[src/rtl/rpn_pkg.sv]
// Shared types and constants for the RPN stack evaluator.
package rpn_pkg;

  localparam int unsigned OP_W = 3;
  localparam int unsigned Q_W  = 32;
  localparam int unsigned DEPTH_OUT_W = 8;

  typedef enum logic [OP_W-1:0] {
    OP_PUSH = 3'd0,
    OP_ADD  = 3'd1,
    OP_SUB  = 3'd2,
    OP_MUL  = 3'd3,
    OP_DIV  = 3'd4,
    OP_SHOW = 3'd5
  } op_t;

  // Controller to datapath commands.
  typedef struct packed {
    logic       load_in;     // capture input item
    logic       pop_b;       // pop top into b
    logic       pop_a;       // pop top into a
    logic       rd_issue;    // start memory read at sp-1
    logic       arith;       // compute add/sub/mul result
    logic       div_start;   // start divider
    logic       push_num;    // push input number
    logic       push_res;    // push arithmetic result
    logic       load_out;    // capture result item
  } rpn_cmd_t;

  // Datapath to controller status.
  typedef struct packed {
    logic [OP_W-1:0] op;
    logic            b_zero;
    logic            div_done;
  } rpn_sts_t;

  // Clamp a 64-bit signed value to Q16.16 range.
  function automatic logic [Q_W:0] clamp_q(input logic signed [63:0] v);
    logic [Q_W:0] r;
    if (v > 64'sd2147483647)       r = {1'b1, 32'h7FFF_FFFF};
    else if (v < -64'sd2147483648) r = {1'b1, 32'h8000_0000};
    else                           r = {1'b0, v[Q_W-1:0]};
    return r;
  endfunction

endpackage

[src/rtl/rpn_ctrl.sv]
// Controller: sequences pops, arithmetic and pushes for one token.
module rpn_ctrl
  import rpn_pkg::*;
(
  input  logic     clk,
  input  logic     rst_n,
  input  logic     in_fire,
  input  logic     out_free,
  input  rpn_sts_t sts,
  output logic     in_ready,
  output rpn_cmd_t cmd
);
  typedef enum logic [10:0] {
    S_IDLE  = 11'b000_0000_0001,
    S_RDB   = 11'b000_0000_0010,
    S_WB    = 11'b000_0000_0100,
    S_RDA   = 11'b000_0000_1000,
    S_WA    = 11'b000_0001_0000,
    S_MUL   = 11'b000_0010_0000,
    S_ARITH = 11'b000_0100_0000,
    S_DIV   = 11'b000_1000_0000,
    S_PUSH  = 11'b001_0000_0000,
    S_OUT   = 11'b010_0000_0000,
    S_DEC   = 11'b100_0000_0000
  } state_t;

  state_t state_r, state_nxt;
  // Kick the divider in the cycle after the dividend is popped.
  logic div_kick_r;

  always_comb begin
    state_nxt     = state_r;
    cmd           = '0;
    cmd.div_start = div_kick_r;
    case (state_r)
      S_IDLE: begin
        if (in_fire) begin
          cmd.load_in = 1'b1;
          state_nxt   = S_DEC;
        end
      end
      S_DEC: begin
        case (sts.op)
          OP_PUSH: begin
            cmd.push_num = 1'b1;
            state_nxt    = S_OUT;
          end
          OP_ADD, OP_SUB, OP_MUL, OP_DIV, OP_SHOW: state_nxt = S_RDB;
          default: state_nxt = S_OUT;
        endcase
      end
      S_RDB: begin
        cmd.rd_issue = 1'b1;
        state_nxt    = S_WB;
      end
      S_WB: begin
        cmd.pop_b = 1'b1;
        state_nxt = (sts.op == OP_SHOW) ? S_OUT : S_RDA;
      end
      S_RDA: begin
        if (sts.op == OP_DIV && sts.b_zero) state_nxt = S_OUT;
        else begin
          cmd.rd_issue = 1'b1;
          state_nxt    = S_WA;
        end
      end
      S_WA: begin
        cmd.pop_a = 1'b1;
        if (sts.op == OP_DIV) state_nxt = S_DIV;
        else if (sts.op == OP_MUL) state_nxt = S_MUL;
        else state_nxt = S_ARITH;
      end
      S_MUL:   state_nxt = S_ARITH;
      S_ARITH: begin
        cmd.arith = 1'b1;
        state_nxt = S_PUSH;
      end
      S_DIV: begin
        if (sts.div_done) state_nxt = S_PUSH;
      end
      S_PUSH: begin
        cmd.push_res = 1'b1;
        state_nxt    = S_OUT;
      end
      S_OUT: begin
        if (out_free) begin
          cmd.load_out = 1'b1;
          state_nxt    = S_IDLE;
        end
      end
      default: state_nxt = S_IDLE;
    endcase
  end

  always_ff @(posedge clk) begin
    if (!rst_n) begin
      state_r    <= S_IDLE;
      div_kick_r <= 1'b0;
    end else begin
      state_r    <= state_nxt;
      div_kick_r <= (state_r == S_WA) && (sts.op == OP_DIV);
    end
  end

  assign in_ready = (state_r == S_IDLE);
endmodule

[config.mk]
export PLATFORM = sky130hd
export DESIGN_NAME = rpn_ctrl
export DESIGN_NICKNAME = d
export VERILOG_FILES = /design/src/rtl/rpn_pkg.sv /design/src/rtl/rpn_ctrl.sv
export SDC_FILE = /design/constraint.sdc
export NUM_CORES = 1
export LEC_CHECK = 0
export CORE_MARGIN = 5
export CORE_UTILIZATION = 30
export CTS_BUF_LIST = sky130_fd_sc_hd__clkbuf_8
export DETAILED_ROUTE_END_ITERATION = 10
export DONT_BUFFER_PORTS = 1
export PLACE_DENSITY = 0.44
export SYNTH_ARGS = -nofsm -noshare
export SYNTH_HDL_FRONTEND = slang
export SYNTH_SLANG_ARGS = --single-unit
export TNS_END_PERCENT = 5
[constraint.sdc]
create_clock -name clk -period 3 [get_ports clk]
set_input_delay 0.3 -clock clk [delete_from_list [all_inputs] [get_ports clk]]
set_output_delay 0.3 -clock clk [all_outputs]
set_load 0.01 [all_outputs]
After elaboration in Yosys (flattened, before gate mapping)
Index checks and enable logic that the tools add are counted.
{"block": "word_totals", "regBits": 12, "input_bits": 9, "output_inout_bits": 10, "wordCells": 47}
{"block": "classes", "n_eq_ne": 19, "muxes": 21, "reduce_logical": 5}
{"cell": "$pmux 11 s11", "n": 1}
{"cell": "$mux 11", "n": 3}
{"cell": "$mux 10", "n": 3}
{"cell": "$eq 11x1->1 const B", "n": 1}
{"cell": "$eq 11x10->1 const B", "n": 1}
{"cell": "$eq 11x11->1 const B", "n": 1}
{"cell": "$eq 11x2->1 const B", "n": 1}
{"cell": "$eq 11x3->1 const B", "n": 1}
{"cell": "$eq 11x4->1 const B", "n": 1}
{"cell": "$eq 11x5->1 const B", "n": 1}
{"cell": "$eq 11x6->1 const B", "n": 1}
{"cell": "$eq 11x7->1 const B", "n": 1}
{"cell": "$eq 11x8->1 const B", "n": 1}
{"cell": "$eq 11x9->1 const B", "n": 1}
{"cell": "$mux 1", "n": 11}
{"cell": "$mux 8", "n": 1}
{"cell": "$mux 7", "n": 1}
{"cell": "$eq 3x2->1 const B", "n": 2}
{"cell": "$eq 3x3->1 const B", "n": 2}
{"cell": "$ne 2x2->1 const B", "n": 3}
{"cell": "$reduce_or 5->1", "n": 1}
{"cell": "$eq 3x1->1 const B", "n": 1}
{"cell": "$logic_not 3->1", "n": 1}
{"cell": "$reduce_and 3->1", "n": 1}
{"cell": "other kinds (2)", "n": 3}

Longest topological paths before layout
{"block": "depth", "depth_word": 4, "depth_mapped": 6, "mapped_depth_nobuf": 5}

Worst setup path before layout
OpenSTA, ideal clock, no wires.
{"block": "synth_path", "path_kind": "register to register", "startpoint": "reg state_r[2]", "endpoint": "reg state_r[7]", "setup_ps": 70, "arrival_time_ps": 1801, "required_ps": 2930, "setup_slack_ps": 1129, "stages_incl_launch_ff": 6, "synth_period_minus_slack_ps": 1871, "path_cell_list": "dfxtp_1 > nor4_4 > nand3_2 > or3_4 > or4b_1 > a21boi_1"}
{"block": "synth_via", "elab_chain_len": 3, "elab_cells_between_ends": 16}
{"item": "start, declared", "line_no": "rpn_ctrl.sv:27", "source": "state_t state_r, state_nxt;"}
{"item": "start signal, assigned", "line_no": "rpn_ctrl.sv:100", "source": "state_r <= state_nxt;"}
{"item": "$eq 11x8->1, or another cell as far along", "line_no": "rpn_ctrl.sv:35", "source": "case (state_r)"}
{"item": "$ne 2x2->1 (no line)"}
{"item": "$reduce_and 3->1 (no line)"}
Parallel ways exist; a longest one is shown, timed or not.
A chain may end at the register's enable or synchronous reset.

==> flow_metrics.env <==
export IMPL_status="finished clean"
export IMPL_critPathSlowestCell="or4_1"
export IMPL_synth_top_family_by_area="simple AND/OR/NAND/NOR gates"
export IMPL_seq_area_frac_synth_pct=32.3
export IMPL_setup_ws_ns=0.592
export IMPL_muxShareOfSynthArea_pct=0
export IMPL_synthSimpleGateAreaFrac_pct=47.6
export IMPL_die_area_mm2=0.00357
export IMPL_overflow=0
export IMPL_regToRegSetupSlack_ns=0.97
export IMPL_crit_path_max_incr_delay_ns=0.60
export IMPL_crit_start="state_r[4]"
export IMPL_drive_gt1_share_pct=8.42
export IMPL_cts_setup_buffers=0
export IMPL_fmax_ghz=0.415
export IMPL_grt_setup_unrepaired="no"
export IMPL_clock_sinks=12
export IMPL_crit_cells=4
export IMPL_initial_core_util_pct=30.6
export IMPL_r2r_end="state_r[7]"
export IMPL_path_clk_slew_ns=0.05
export IMPL_die_w_um=59.8
export IMPL_grt_max_degree=12
export IMPL_yosysMostFrequentCell="dfxtp_1"
export IMPL_hold_buffers=0
export IMPL_die_y_um=59.8
export IMPL_syn_to_final_growth_pct=8.59
export IMPL_synth_cells=95
export IMPL_place_area_um2=766
export IMPL_final_hold_viol_count=0
export IMPL_synth_xor_area_share_pct=2.36
export IMPL_cts_buffer_depth=2
export IMPL_htree_levels=1
export IMPL_syn_area_um2=743
export IMPL_worstSetupPathType="reg2out"
export IMPL_p_leak_nw=0.303
export IMPL_syn_avg_cell_area_um2=7.82
export IMPL_num_rows=18
export IMPL_final_nets=106
export IMPL_path_buf_inv=0
export IMPL_synth_ff_type="dfxtp_1"
export IMPL_preCtsSetupSlack_ns=0.833
export IMPL_tightest_slew_ns=0.588
export IMPL_critPathLaunchType="register"
export IMPL_maxSlewViolCount=0
export IMPL_setup_viol=0
export IMPL_postRouteAntennaNets=0
export IMPL_final_period_utilization_pct=80.3
export IMPL_crit_path_max_fanout=5
export IMPL_synth_fa_ha_area_share_pct=0
export IMPL_synth_common_cells="12 x dfxtp_1, 11 x nand2_1, 11 x nor2_1, 6 x nor3_1"
export IMPL_clockRootBuffer="clkbuf_8"
export IMPL_synthTopCellsByArea="dfxtp_1 32%, nand2_1 5.6%, nor2_1 5.6%"
export IMPL_required_ns=2.70
export IMPL_antenna_cells=0
export IMPL_postLayoutCellArea_um2=807
export IMPL_end_kind="output port"
export IMPL_crit_chain="or4_1, nor3_1, nand4b_1, nor2b_1"
export IMPL_cts_tree="built"
export IMPL_dp_hpwl_um=1430
export IMPL_tns_ns=0
export IMPL_viasPerCell=5.36
export IMPL_ir_drop_v=0.000159
export IMPL_cts_buffers=3
export IMPL_drt_iter0_drc=12
export IMPL_fillCellCount=273
export IMPL_top_level_ports=19
export IMPL_ys_warn_count=0
export IMPL_ff2ff_path_depth=5
export IMPL_cap_violations=0
export IMPL_drt_total_wl_um=1840
export IMPL_clock_skew_final_ns=0.00296
export IMPL_pwr_density_cell_mw_per_mm2=443
export IMPL_grt_total_usage_pct=10.6
export IMPL_place_gp_congestion=0.802
export IMPL_max_slew_margin_rel_pct=60.5
export IMPL_layout_min_cycle_time_ns=2.41
export IMPL_cts_resized_gates=0
export IMPL_io_buffer_count=0
export IMPL_wl_per_cell_um=14.7
export IMPL_synth_top_area_cell="dfxtp_1"
export IMPL_rr_startpoint="state_r[2]"
export IMPL_synth_edf_count=0
export IMPL_postSynth_asyncResetShare_pct=0
export IMPL_cp_data_arrival_time_ns=2.11
export IMPL_hp_class="in2reg"
export IMPL_synth_compound_area_share_pct=14.6
export IMPL_crit_family="simple AND/OR/NAND/NOR gates"
export IMPL_syn_num_nets=104
export IMPL_totalPowerFinal_mw=0.358
export IMPL_ys_seq_elements=12
export IMPL_endpoint="cmd[2]"
export IMPL_dr_pass1_iters=3
export IMPL_synth_top_cell_area_share_pct=32.3
export IMPL_drc=0
export IMPL_grt_first_pass_wirelength_um=2740
export IMPL_insertion_delay_ns=0.23
export IMPL_core_mm2=0.00243
export IMPL_grt_pass1_vias=586
export IMPL_via_count=670
export IMPL_synth_cell_types=37
export IMPL_antenna_found_initial=0
-- worst min path at each step --
| stage | startpoint | to | slack [ns] | cells past startpoint |
|---|---|---|---|---|
| 2_1_floorplan | in_fire | state_r[10] | 0.45 | 1 |
| 3_3_place_gp | rst_n | state_r[0] | 0.40 | 1 |
| 3_5_place_dp | rst_n | state_r[0] | 0.39 | 1 |
| 4_1_cts | rst_n | state_r[0] | 0.14 | 1 |
| 5_1_grt | rst_n | state_r[0] | 0.15 | 1 |
| 6_report | rst_n | state_r[0] | 0.14 | 1 |
-- kinds of logic after synthesis --
kind of cell,after synthesis
xor+xnor,2
simple gates,59
compound gates,17
flops,12
buf+inv,5
-- per-stage QoR --
| step | utilization [%] | std cells | hold WS, ns |
|---|---|---|---|
| final | 33.2 | 125 | 0.145 |
| after global placement | 31.5 | 122 | 0.395 |
| after global routing | 33.2 | 125 | 0.148 |
| after floorplan | - | 95 | 0.446 |
| after detailed placement | 31.5 | 122 | 0.386 |
| after CTS | 33.2 | 125 | 0.139 |
-- flip-flops by register name, summed over array words and instances (netlist names) --
register / flops
state_r: 11
div_kick_r: 1
-- cell type report --
class | instances | area (um2) | area share [%]
clock buffers | 3 | 41.3 | 5.12
inverters | 2 | 7.51 | 0.930
well taps | 30 | 37.5 | 4.65
multi-input cells | 78 | 480 | 59.5
flip-flops and latches | 12 | 240 | 29.8
-- report_power, final --
| group | internal, mW | switching (mW) | leakage (nW) |
|---|---|---|---|
| clock | 0.0880 | 0.0536 | 0.0216 |
| combinational | 0.0193 | 0.0275 | 0.184 |
| sequential | 0.163 | 0.00602 | 0.0971 |
-- layer usage --
layer / part of all wire [%] / vias to the layer above / wire length [um] / global-route usage, %
met2: 48 / 10 / 879 / 16.7
met1: 44 / 304 / 816 / 12.1
met5: 0 / - / 0 / 0
met3: 4.2 / 6 / 77 / 2.59
met4: 3.3 / 0 / 61 / 8.54
li1: - / 350 / - / -
-- cells in the final DEF, fill, tap and decap left out, types with 2 or more instances in the layout --
cell      instances
dfxtp_1          12
nor2_1           11
nand2_1          11
nor3_1            6
nor2b_1           5
o21ai_0           5
a21oi_1           4
and3_1            4
clkbuf_8          3
nor4_1            2
inv_1             2
nand2b_1          2
nor3b_1           2
nand4b_1          2
o211ai_1          2
nand3b_1          2
No activity file was read; power rests on OpenSTA's default activity.
